$ cat src/rtl/tcphop_pkg.sv
package tcphop_pkg;

	localparam int unsigned MAX_SACK_BLOCKS = 4;
	localparam int unsigned REC_SLOTS       = 3;

	// record tags
	localparam logic [3:0] TAG_SPORT  = 4'd0;
	localparam logic [3:0] TAG_DPORT  = 4'd1;
	localparam logic [3:0] TAG_SEQ    = 4'd2;
	localparam logic [3:0] TAG_ACK    = 4'd3;
	localparam logic [3:0] TAG_HDRLEN = 4'd4;
	localparam logic [3:0] TAG_FLAGS  = 4'd5;
	localparam logic [3:0] TAG_WINDOW = 4'd6;
	localparam logic [3:0] TAG_ENTRY  = 4'd7;
	localparam logic [3:0] TAG_MSS    = 4'd8;
	localparam logic [3:0] TAG_WSCALE = 4'd9;
	localparam logic [3:0] TAG_SACK   = 4'd10;
	localparam logic [3:0] TAG_TSTAMP = 4'd11;
	localparam logic [3:0] TAG_UNKNOWN = 4'd12;
	localparam logic [3:0] TAG_END    = 4'd13;

	// option kinds
	localparam logic [7:0] KIND_EOL     = 8'd0;
	localparam logic [7:0] KIND_NOP     = 8'd1;
	localparam logic [7:0] KIND_MSS     = 8'd2;
	localparam logic [7:0] KIND_WSCALE  = 8'd3;
	localparam logic [7:0] KIND_SACK_OK = 8'd4;
	localparam logic [7:0] KIND_SACK    = 8'd5;
	localparam logic [7:0] KIND_TSTAMP  = 8'd8;

	typedef struct packed {
		logic [3:0]  tag;
		logic [63:0] value;
		logic [5:0]  index;
		logic [5:0]  count;
		logic        trunc;
		logic        last;
	} rec_t;

	// records caused by one byte, slot 0 first
	typedef struct packed {
		rec_t [REC_SLOTS-1:0] rec;
		logic [1:0]           n;
	} rec_set_t;

endpackage

$ cat src/rtl/tcphop_core.sv
module tcphop_core
	import tcphop_pkg::*;
#(
	parameter int unsigned MAX_SACK_BLOCKS = tcphop_pkg::MAX_SACK_BLOCKS
) (
	input  logic       clk,
	input  logic       arst_n,
	input  logic       step,
	input  logic [7:0] in_byte,
	input  logic       in_last,
	output rec_set_t   recs
);

	localparam logic [2:0] PH_HDR  = 3'd0;
	localparam logic [2:0] PH_KIND = 3'd1;
	localparam logic [2:0] PH_LEN  = 3'd2;
	localparam logic [2:0] PH_DATA = 3'd3;
	localparam logic [2:0] PH_DONE = 3'd4;

	logic [2:0]  phase_q, ph;
	logic [4:0]  pos_q, pos;
	logic [63:0] acc_q, acc;
	logic [5:0]  hl_q, hl;
	logic [5:0]  bud_q, bud;
	logic [7:0]  kind_q, kind;
	logic [7:0]  olen_q, olen;
	logic [7:0]  bio_q, bio;
	logic [5:0]  vc_q, vc;
	logic [5:0]  opos_q, opos;
	logic        clr;
	logic        trunc;
	logic [7:0]  dl;
	rec_set_t    set;

	function automatic rec_set_t push(rec_set_t s, logic [3:0] tag, logic [63:0] value,
			logic [5:0] index, logic [5:0] count, logic tr, logic lst);
		rec_set_t r;
		r = s;
		if (s.n != 2'd3) begin
			r.rec[s.n] = '{tag: tag, value: value, index: index, count: count,
				trunc: tr, last: lst};
			r.n = s.n + 2'd1;
		end
		return r;
	endfunction

	function automatic logic known_kind(logic [7:0] k);
		return k == KIND_MSS || k == KIND_WSCALE || k == KIND_SACK_OK ||
			k == KIND_SACK || k == KIND_TSTAMP;
	endfunction

	function automatic logic [7:0] data_len(logic [7:0] k, logic [7:0] len);
		logic [7:0] d;
		case (k)
			KIND_MSS:     d = 8'd2;
			KIND_WSCALE:  d = 8'd1;
			KIND_SACK_OK: d = 8'd0;
			KIND_SACK:    d = {len[7:3], 3'b000};
			KIND_TSTAMP:  d = 8'd8;
			default:      d = (len >= 8'd2) ? len - 8'd2 : 8'd0;
		endcase
		return d;
	endfunction

	always_comb begin
		set   = '0;
		ph    = phase_q;
		pos   = pos_q;
		acc   = acc_q;
		hl    = hl_q;
		bud   = bud_q;
		kind  = kind_q;
		olen  = olen_q;
		bio   = bio_q;
		vc    = vc_q;
		opos  = opos_q;
		clr   = 1'b0;
		trunc = 1'b0;
		dl    = '0;
		if (ph == PH_HDR) begin
			acc = {acc[55:0], in_byte};
			case (pos)
				5'd1:  set = push(set, TAG_SPORT, {48'd0, acc[15:0]}, '0, '0, 1'b0, 1'b0);
				5'd3:  set = push(set, TAG_DPORT, {48'd0, acc[15:0]}, '0, '0, 1'b0, 1'b0);
				5'd7:  set = push(set, TAG_SEQ, {32'd0, acc[31:0]}, '0, '0, 1'b0, 1'b0);
				5'd11: set = push(set, TAG_ACK, {32'd0, acc[31:0]}, '0, '0, 1'b0, 1'b0);
				5'd12: begin
					hl  = {in_byte[7:4], 2'b00};
					set = push(set, TAG_HDRLEN, {58'd0, hl}, '0, '0, 1'b0, 1'b0);
				end
				5'd13: set = push(set, TAG_FLAGS, {56'd0, in_byte}, '0, '0, 1'b0, 1'b0);
				5'd15: set = push(set, TAG_WINDOW, {48'd0, acc[15:0]}, '0, '0, 1'b0, 1'b0);
				5'd19: begin
					bud = (hl > 6'd20) ? hl - 6'd20 : 6'd0;
					ph  = (bud != 6'd0) ? PH_KIND : PH_DONE;
				end
				default: ;
			endcase
			if (pos < 5'd19)
				pos = pos + 5'd1;
			if (in_last) begin
				trunc = (ph == PH_HDR) ? 1'b1 : (bud != 6'd0);
				set   = push(set, TAG_END, '0, '0, '0, trunc, 1'b1);
				clr   = 1'b1;
			end
		end else begin
			if (bud != 6'd0) begin
				bud = bud - 6'd1;
				case (ph)
					PH_KIND: begin
						kind = in_byte;
						olen = '0;
						vc   = '0;
						bio  = '0;
						acc  = '0;
						if (in_byte == KIND_EOL || in_byte == KIND_NOP) begin
							set  = push(set, TAG_ENTRY, {56'd0, kind}, opos, vc, 1'b0, 1'b0);
							opos = opos + 6'd1;
							ph   = (in_byte == KIND_EOL) ? PH_DONE : PH_KIND;
						end else begin
							ph = PH_LEN;
						end
					end
					PH_LEN: begin
						olen = in_byte;
						if (!known_kind(kind) && in_byte < 8'd2) begin
							set  = push(set, TAG_ENTRY, {56'd0, kind}, opos, vc, 1'b0, 1'b0);
							opos = opos + 6'd1;
							ph   = PH_DONE;
						end else if (data_len(kind, olen) == 8'd0) begin
							set  = push(set, TAG_ENTRY, {56'd0, kind}, opos, vc, 1'b0, 1'b0);
							opos = opos + 6'd1;
							ph   = PH_KIND;
						end else begin
							ph = PH_DATA;
						end
					end
					PH_DATA: begin
						dl  = data_len(kind, olen);
						acc = {acc[55:0], in_byte};
						bio = bio + 8'd1;
						case (kind)
							KIND_MSS: begin
								if (bio == 8'd2) begin
									set = push(set, TAG_MSS, {48'd0, acc[15:0]}, '0, '0,
										1'b0, 1'b0);
									vc  = 6'd1;
								end
							end
							KIND_WSCALE: begin
								set = push(set, TAG_WSCALE, {56'd0, in_byte}, '0, '0, 1'b0, 1'b0);
								vc  = 6'd1;
							end
							KIND_SACK: begin
								// block number is bio/8 - 1; drop blocks past the limit
								if (bio[2:0] == 3'd0 && bio[7:3] != 5'd0 &&
										{3'd0, bio[7:3]} <= MAX_SACK_BLOCKS[7:0]) begin
									set = push(set, TAG_SACK, acc,
										{1'b0, bio[7:3] - 5'd1}, '0, 1'b0, 1'b0);
									vc  = vc + 6'd1;
								end
							end
							KIND_TSTAMP: begin
								if (bio == 8'd8) begin
									set = push(set, TAG_TSTAMP, acc, '0, '0, 1'b0, 1'b0);
									vc  = 6'd1;
								end
							end
							default: begin
								set = push(set, TAG_UNKNOWN, {56'd0, in_byte}, '0, '0,
									1'b0, 1'b0);
								vc  = vc + 6'd1;
							end
						endcase
						if (bio >= dl) begin
							set  = push(set, TAG_ENTRY, {56'd0, kind}, opos, vc, 1'b0, 1'b0);
							opos = opos + 6'd1;
							ph   = PH_KIND;
						end
					end
					default: ;
				endcase
				// close an option cut by the end of the options area
				if (bud == 6'd0 && (ph == PH_LEN || ph == PH_DATA)) begin
					set  = push(set, TAG_ENTRY, {56'd0, kind}, opos, vc, 1'b0, 1'b0);
					opos = opos + 6'd1;
					ph   = PH_DONE;
				end
			end
			if (in_last) begin
				if (ph == PH_LEN || ph == PH_DATA) begin
					set  = push(set, TAG_ENTRY, {56'd0, kind}, opos, vc, 1'b0, 1'b0);
					opos = opos + 6'd1;
					ph   = PH_DONE;
				end
				trunc = (bud != 6'd0);
				set   = push(set, TAG_END, '0, '0, '0, trunc, 1'b1);
				clr   = 1'b1;
			end
		end
	end

	assign recs = set;

	always_ff @(posedge clk or negedge arst_n) begin
		if (!arst_n) begin
			phase_q <= PH_HDR;
			pos_q   <= '0;
			acc_q   <= '0;
			hl_q    <= '0;
			bud_q   <= '0;
			kind_q  <= '0;
			olen_q  <= '0;
			bio_q   <= '0;
			vc_q    <= '0;
			opos_q  <= '0;
		end else if (step) begin
			if (clr) begin
				phase_q <= PH_HDR;
				pos_q   <= '0;
				acc_q   <= '0;
				hl_q    <= '0;
				bud_q   <= '0;
				kind_q  <= '0;
				olen_q  <= '0;
				bio_q   <= '0;
				vc_q    <= '0;
				opos_q  <= '0;
			end else begin
				phase_q <= ph;
				pos_q   <= pos;
				acc_q   <= acc;
				hl_q    <= hl;
				bud_q   <= bud;
				kind_q  <= kind;
				olen_q  <= olen;
				bio_q   <= bio;
				vc_q    <= vc;
				opos_q  <= opos;
			end
		end
	end

endmodule

$ cat src/rtl/tcphop_out.sv
module tcphop_out
	import tcphop_pkg::*;
(
	input  logic        clk,
	input  logic        arst_n,
	input  logic        load,
	input  rec_set_t    recs,
	output logic        free,
	output logic        m_axis_tvalid,
	input  logic        m_axis_tready,
	output logic [87:0] m_axis_tdata,  // rec_tag, rec_value, rec_index, rec_count, opts_truncated
	output logic        m_axis_tlast   // last_result
);

	rec_t [REC_SLOTS-1:0] slot_q;
	logic [1:0]           cnt_q;
	logic [1:0]           head_q;
	rec_t                 cur;
	logic                 take;
	logic                 at_tail;

	assign cur           = slot_q[head_q];
	assign take          = m_axis_tvalid && m_axis_tready;
	assign at_tail       = head_q == cnt_q - 2'd1;
	assign free          = (cnt_q == 2'd0) || (take && at_tail);
	assign m_axis_tvalid = cnt_q != 2'd0;
	assign m_axis_tdata  = {7'd0, cur.trunc, cur.count, cur.index, cur.value, cur.tag};
	assign m_axis_tlast  = cur.last;

	always_ff @(posedge clk) begin
		if (load)
			slot_q <= recs.rec;
	end

	always_ff @(posedge clk or negedge arst_n) begin
		if (!arst_n) begin
			cnt_q  <= '0;
			head_q <= '0;
		end else if (load) begin
			cnt_q  <= recs.n;
			head_q <= '0;
		end else if (take) begin
			// advance to the next record, empty after the last
			if (at_tail) begin
				cnt_q  <= '0;
				head_q <= '0;
			end else begin
				head_q <= head_q + 2'd1;
			end
		end
	end

endmodule

$ cat src/rtl/tcp_header_option_parser.sv
// TCP header and option parser.
// Slave channel: one captured segment byte per item, from header byte zero on;
// tlast marks the last captured byte of the segment.
// Master channel: tagged records (ports, sequence, ack, header length, flags,
// window, option entries and values, end); tlast marks the end record.
// An accepted byte sits in the input register and, once the result register
// is free, is decoded into zero to three records loaded into the result
// register, from which its first record is then offered.
// The result register sends one record a cycle while the receiver is ready, so
// throughput is one byte per cycle while each byte gives at most one record;
// a byte that gives several records holds the decoder until its last is taken.
// When the receiver stalls, the result register holds, the input register
// keeps one more byte, and then tready drops.
// Reset clears the parser state to the start of a segment and empties both
// registers; nothing is offered until a byte arrives.
module tcp_header_option_parser
	import tcphop_pkg::*;
#(
	parameter int unsigned MAX_SACK_BLOCKS = tcphop_pkg::MAX_SACK_BLOCKS
) (
	input  logic        clk,
	input  logic        arst_n,
	input  logic        s_axis_tvalid,
	output logic        s_axis_tready,
	input  logic [7:0]  s_axis_tdata,  // seg_byte
	input  logic        s_axis_tlast,  // last_byte
	output logic        m_axis_tvalid,
	input  logic        m_axis_tready,
	output logic [87:0] m_axis_tdata,  // rec_tag, rec_value, rec_index, rec_count, opts_truncated
	output logic        m_axis_tlast   // last_result
);

	logic       valid_s1;
	logic [7:0] byte_s1;
	logic       last_s1;
	logic       free;
	logic       step;
	logic       s_fire;
	rec_set_t   recs;

	assign step          = valid_s1 && free;
	assign s_axis_tready = !valid_s1 || free;
	assign s_fire        = s_axis_tvalid && s_axis_tready;

	always_ff @(posedge clk) begin
		if (s_fire) begin
			byte_s1 <= s_axis_tdata;
			last_s1 <= s_axis_tlast;
		end
	end

	always_ff @(posedge clk or negedge arst_n) begin
		if (!arst_n) begin
			valid_s1 <= 1'b0;
		end else if (s_fire) begin
			valid_s1 <= 1'b1;
		end else if (step) begin
			valid_s1 <= 1'b0;
		end
	end

	tcphop_core #(
		.MAX_SACK_BLOCKS (MAX_SACK_BLOCKS)
	) u_core (
		.clk     (clk),
		.arst_n  (arst_n),
		.step    (step),
		.in_byte (byte_s1),
		.in_last (last_s1),
		.recs    (recs)
	);

	tcphop_out u_out (
		.clk           (clk),
		.arst_n        (arst_n),
		.load          (step),
		.recs          (recs),
		.free          (free),
		.m_axis_tvalid (m_axis_tvalid),
		.m_axis_tready (m_axis_tready),
		.m_axis_tdata  (m_axis_tdata),
		.m_axis_tlast  (m_axis_tlast)
	);

endmodule

$ cat config.mk
export PLATFORM = sky130hd
export DESIGN_NAME = tcp_header_option_parser
export DESIGN_NICKNAME = d
export VERILOG_FILES = /design/src/rtl/tcphop_pkg.sv /design/src/rtl/tcphop_core.sv /design/src/rtl/tcphop_out.sv /design/src/rtl/tcp_header_option_parser.sv
export SDC_FILE = /design/constraint.sdc
export NUM_CORES = 1
export LEC_CHECK = 0
export BUFFER_PORTS_ARGS = -buffer_cell sky130_fd_sc_hd__buf_2
export CORE_ASPECT_RATIO = 0.7
export CORE_MARGIN = 2
export CORE_UTILIZATION = 30
export DETAILED_ROUTE_END_ITERATION = 8
export SLEW_MARGIN = 20
export SYNTH_ARGS = -nofsm -noshare
export SYNTH_HDL_FRONTEND = slang
export SYNTH_SLANG_ARGS = --single-unit
$ cat constraint.sdc
create_clock -name clk -period 7.4 [get_ports clk]
set_input_delay 1.48 -clock clk [delete_from_list [all_inputs] [get_ports clk]]
set_output_delay 1.48 -clock clk [all_outputs]
set_load 0.005 [all_outputs]
; ---- Word level (Yosys, flattened, before mapping)
; Cells that the tools add are included.
[word_totals]
output_inout_bits = 91
latchBits = 0
inputBits = 13
reg_bits = 372
ramBits = 0
wordCells = 300
mem_count = 0
romBits = 0
[op_classes]
shifts = 0
bitwise_logic = 0
n_eq_ne = 30
magnitude_cmp = 18
div = 0
muxes = 146
n_reduce_logical = 55
add_sub_neg = 18
multipliers = 0
[op_table]
columns = cell, count
row1 = $mux 248, 22
row2 = $bwmux 246, 5
row3 = $pmux 248 s4, 1
row4 = $demux 82 s2, 5
row5 = $pmux 248 s3, 1
row6 = $pmux 83 s7, 1
row7 = $mux 82, 6
row8 = $mux 84, 3
row9 = $mux 6, 35
row10 = $mux 8, 22
row11 = $mux 56, 3
row12 = $mux 83, 2
row13 = $bmux 82 s2, 1
row14 = $pmux 56 s2, 1
row15 = $pmux 8 s5, 2
row16 = $mux 3, 16
row17 = $pmux 8 s2, 2
row18 = $add 6x1->6 const B, 4
row19 = $eq 8x2->1 const B, 3
row20 = $pmux 6 s4, 1
row21 = $reduce_bool 6->1, 4
row22 = $eq 5x4->1 const B, 4
row23 = $eq 3x2->1 const B, 6
row24 = $lt 2x3->1 const B, 6
row25 = other kinds (45), 111

; ---- Logic depth before layout (Yosys ltp)
[logic_depth]
depth_word = 46
depth_mapped = 21
depth_no_buf = 21

; ---- Modules after synthesis
; Synthesis repeated with hierarchy kept, for this count alone.
[hier_totals]
hier_cells = 1907
area_unflattened_um2 = 19974.2
[by_module_without_submodules]
columns = mod, cells_each, seq_area_each_um2, n_inst, area_each_um2
row1 = tcphop_core, 1342, 2752.6, 1, 10219.8
row2 = tcphop_out, 551, 7487.2, 1, 9424.0
row3 = tcp_header_option_parser, 14, 295.3, 1, 330.3

; ---- Worst setup path before layout
; Ideal clock, no wire load.
[synth_timing]
path_type = input to register
start = in m_axis_tready
end = reg u_out.slot_q[0] in the netlist's numbering (enable)
setup_time_ns = 0.544
required_time_ns = 6.856
n_path_buf = 2
path_stages = 5
t_arrival_ns = 5.785
path_slack_ns = 1.070
path_cell_list = a21oi_1 > nand2b_1 > inv_1 > clkbuf_1 > buf_1
[synth_via]
elab_chain_len = 4
[synth_rtl]
columns = item, line_no
row1 = from (decl), tcp_header_option_parser.sv:28  ; input logic m_axis_tready,
row2 = $logic_and 1x1->1, tcphop_out.sv:23  ; assign take = m_axis_tvalid && m_axis_tready;
row3 = $logic_and 1x1->1, tcphop_out.sv:25  ; assign free = (cnt_q == 2'd0) || (take && at_tail);
row4 = $logic_or 1x1->1, tcphop_out.sv:25
row5 = $logic_and 1x1->1, tcp_header_option_parser.sv:41  ; assign step = valid_s1 && free;
row6 = via step, tcp_header_option_parser.sv:37  ; logic step;
row7 = to (signal assigned), tcphop_out.sv:32  ; slot_q <= recs.rec;
row8 = to (decl), tcphop_out.sv:15  ; rec_t [REC_SLOTS-1:0] slot_q;
; The timed path passes the listed nets, and every way through them passes these cells.
; A chain may end at the register's enable or synchronous reset.

==> flow_summary.yaml <==
floorplanning:
  start_util_pct: 30.21
  rows: 68
  ios: 104
  die_h_um: 189.9
  core_sq_um: 49010
  die_w_um: 269.5
  dieArea_sq_um: 51170
setup_path:
  path_delay_family: "compound AO/OA/AOI/OAI gates"
  worstPathCellList: "nor3b_1, o311ai_2, o41ai_2, a21oi_1, o21ai_0, o31a_1, ha_1, nand2_1, or3_1, o221ai_1, ha_1, nor2_1, nor2_1, nor3_2, a21o_1, nor3_4, o21bai_4, and2_1"
  critical_path_buf_inv_count: 0
  cp_max_fo: 16
  crit_type: "flop to flop"
  cp-start-kind: "flop"
  cpMaxStageDelayCell: "o221ai_1"
  arrival_ns: 6.38
  startpoint: "u_core.kind_q[3]"
  r2r_start: "u_core.kind_q[3]"
  cp.required_ns: 7.71
  cpPeakStageDelay_ns: 0.72
  crit_path_end_kind: "flop"
global_route:
  globalRouteMet2Util_pct: 25.27
  busiest_layer: "met1"
  overflow: 0
  antenna_found_initial: 3
  grt_pass1_wl_um: 72680
  grtUsageMet3_pct: 5.352
  grt_use_met1_pct: 27.13
  grtUsageTotal_pct: 17.93
  grt_pass1_vias: 11750
  grt_max_degree: 86
synth:
  synth_top_area_share_pct: 28.19
  synth_top_cells_by_area: "edfxtp_1 28%, dfrtp_1 19%, nand2_1 7.3%"
  syn_inst: 1597
  synth_edf_count: 139
  ys_ff_latch: 254
  synth_cell_types: 99
  yosys.area.top_type: "edfxtp_1"
  syn_area_per_cell_sq_um: 9.271
  yosys_warnings: 0
  synth_area_sq_um: 14810
  yosys_most_used_dff: "edfxtp_1"
  async_flop_share_pct: 45.28
  seq_area_frac_synth_pct: 47.63
cts:
  clock-root-buffer: "clkbuf_16"
  numCtsBuffers: 28
  clock_path_buffers: 3
  cts_max_level: 1
  clk_latency_ns: 0.57
  cts_sinks: 254
  post-cts-setup-buffer-count: 0
  hold_buffers: 0
  path_clk_slew_ns: 0.06
  post_cts_resized: 0
  cts_tree: "built"
timing:
  hold_viol: 0
  grt_setup_unrepaired: "false"
  max_freq_ghz: 0.1647
  slew-limit-headroom_pct: 17.93
  fin_ws_ns: 1.327
  period_share_pct: 82.07
  final.min_clock_period_ns: 6.073
  fin_skew_ns: 0.02741
  drv_slew: 0
  worst_pin_slew_ns: 1.223
  setup_viol: 0
  fin_setup_tns_ns: 0
place:
  place.gp.congestion: 1.002
  dpl.hpwl_um: 33230
  place_ws_ns: 1.471
  place_inst: 2275
  port_buffers: 96
routing:
  ant_nets: 0
  vias_per_cell: 5.305
  vias: 12350
  dr.first_iter.drc_count: 1562
  wl_per_cell_um: 20.04
  first_pass_iters: 6
  drc: 0
  wirelength_um: 46650
cells_and_area:
  final_common_cell: "nand2_1"
  drive_gt1_share_pct: 13.00
  final_core_util_pct: 34.26
  layout.nets: 1687
  fill_cells: 5000
  final_cells: 2328
  final_cell_mix: "286 x nand2_1, 174 x o21ai_0, 139 x edfxtp_1"
  area.growth.synth_to_final_pct: 13.40
power_and_ir_drop:
  irDropWorstVdd_mv: 0.1989
  power_density_nw_per_um2: 343.2
  p_leak_nw: 6.344
status:
  status: "finished clean"
min_path:
  hold_path_class: "flop to flop"
  min_from: "u_core.acc_q[51]"
job:
  maxCapViolCount: 0
-- sequential cells by signal, indices dropped and copies added (netlist names), 2 cells and up --
name            cells
u_core.opos_q       6
u_core.bud_q        6
u_core.pos_q        5
u_core.acc_q       56
u_out.cnt_q         2
u_out.slot_q      130
u_core.olen_q       8
u_core.hl_q         4
byte_s1             8
u_out.head_q        2
u_core.phase_q      3
u_core.vc_q         6
u_core.kind_q       8
u_core.bio_q        8
-- per-layer routing --
layer  routed length (um)  vias up
li1                     -     5791
met1                22200     5947
met2                18880      547
met3                 4795       60
met4                  744        4
met5                   27        -
-- Yosys cell counts, types with 7 or more instances --
cell,number
o21a_1,7
nor4_1,7
nand2b_1,10
xnor2_1,17
nand3_1,32
mux2i_1,34
nor2b_1,15
buf_4,11
and2_1,126
nor2_1,86
a22oi_1,37
ha_1,34
a21oi_1,50
edfxtp_1,139
buf_2,14
a31oi_1,14
dfrtp_1,115
o21ai_0,175
nand2_1,286
inv_1,45
o22ai_1,31
and3_1,12
nor3_1,30
o31ai_1,13
o21ai_1,7
a211oi_1,8
clkbuf_1,75
-- stage by stage --
stage / power, mW / cell area (sq um) / hold slack (ns)
2_1_floorplan: 3.513 / 14830 / 0.4418
3_3_place_gp: 4.309 / 15820 / 0.4565
3_5_place_dp: 4.342 / 15830 / 0.4652
4_1_cts: 5.810 / 16780 / 0.4797
5_1_grt: 6.118 / 16790 / 0.5181
6_report: 5.762 / 16790 / 0.4744
-- worst min-delay path, stage by stage (launching register included) --
cell and delay [ns]:
dfrtp_1 0.34, nand2_1 0.04, o21ai_0 0.06
-- cell type report --
type / instances / area (sq um) / share of cell area (%)
Multi-Input combinational cell: 1193 / 7141 / 42.53
Sequential cell: 254 / 7052 / 42.00
Tap cell: 665 / 832.0 / 4.956
Clock buffer: 36 / 772.0 / 4.598
Timing Repair Buffer: 115 / 625.6 / 3.726
Inverter: 48 / 185.2 / 1.103
Clock inverter: 16 / 180.2 / 1.073
Antenna cell: 1 / 2.502 / 0.01490
-- final timing paths --
| path | end | slack [ns] | cells past startpoint |
|---|---|---|---|
| max in group asynchronous | u_core.acc_q[27] | 4.98 | 2 |
| max | u_out.slot_q[40] | 1.33 | 18 |
| max reg2reg | u_out.slot_q[40] | 1.33 | 18 |
| min | u_core.acc_q[51] | 0.47 | 2 |
| min in group asynchronous | u_core.bio_q[7] | 1.05 | 1 |
| min reg2reg | u_core.acc_q[51] | 0.47 | 2 |
-- report_power, final --
part	switching [mW]	internal [mW]
logic	1.35	0.655
clock network	0.589	0.872
registers	0.234	2.06
-- logic make-up after synthesis --
group | after synthesis | share of synthesized area, %
AOI/OAI and AO/OA | 434 | 19.29
adders and majority gates | 34 | 2.873
muxes | 37 | 2.527
buffers and inverters | 156 | 4.555
other | 1 | 0.02533
and+or+nand+nor | 657 | 21.63
xor gates and xnor gates | 24 | 1.470
DFF | 254 | 47.63
(Power assumes the default switching activity.)
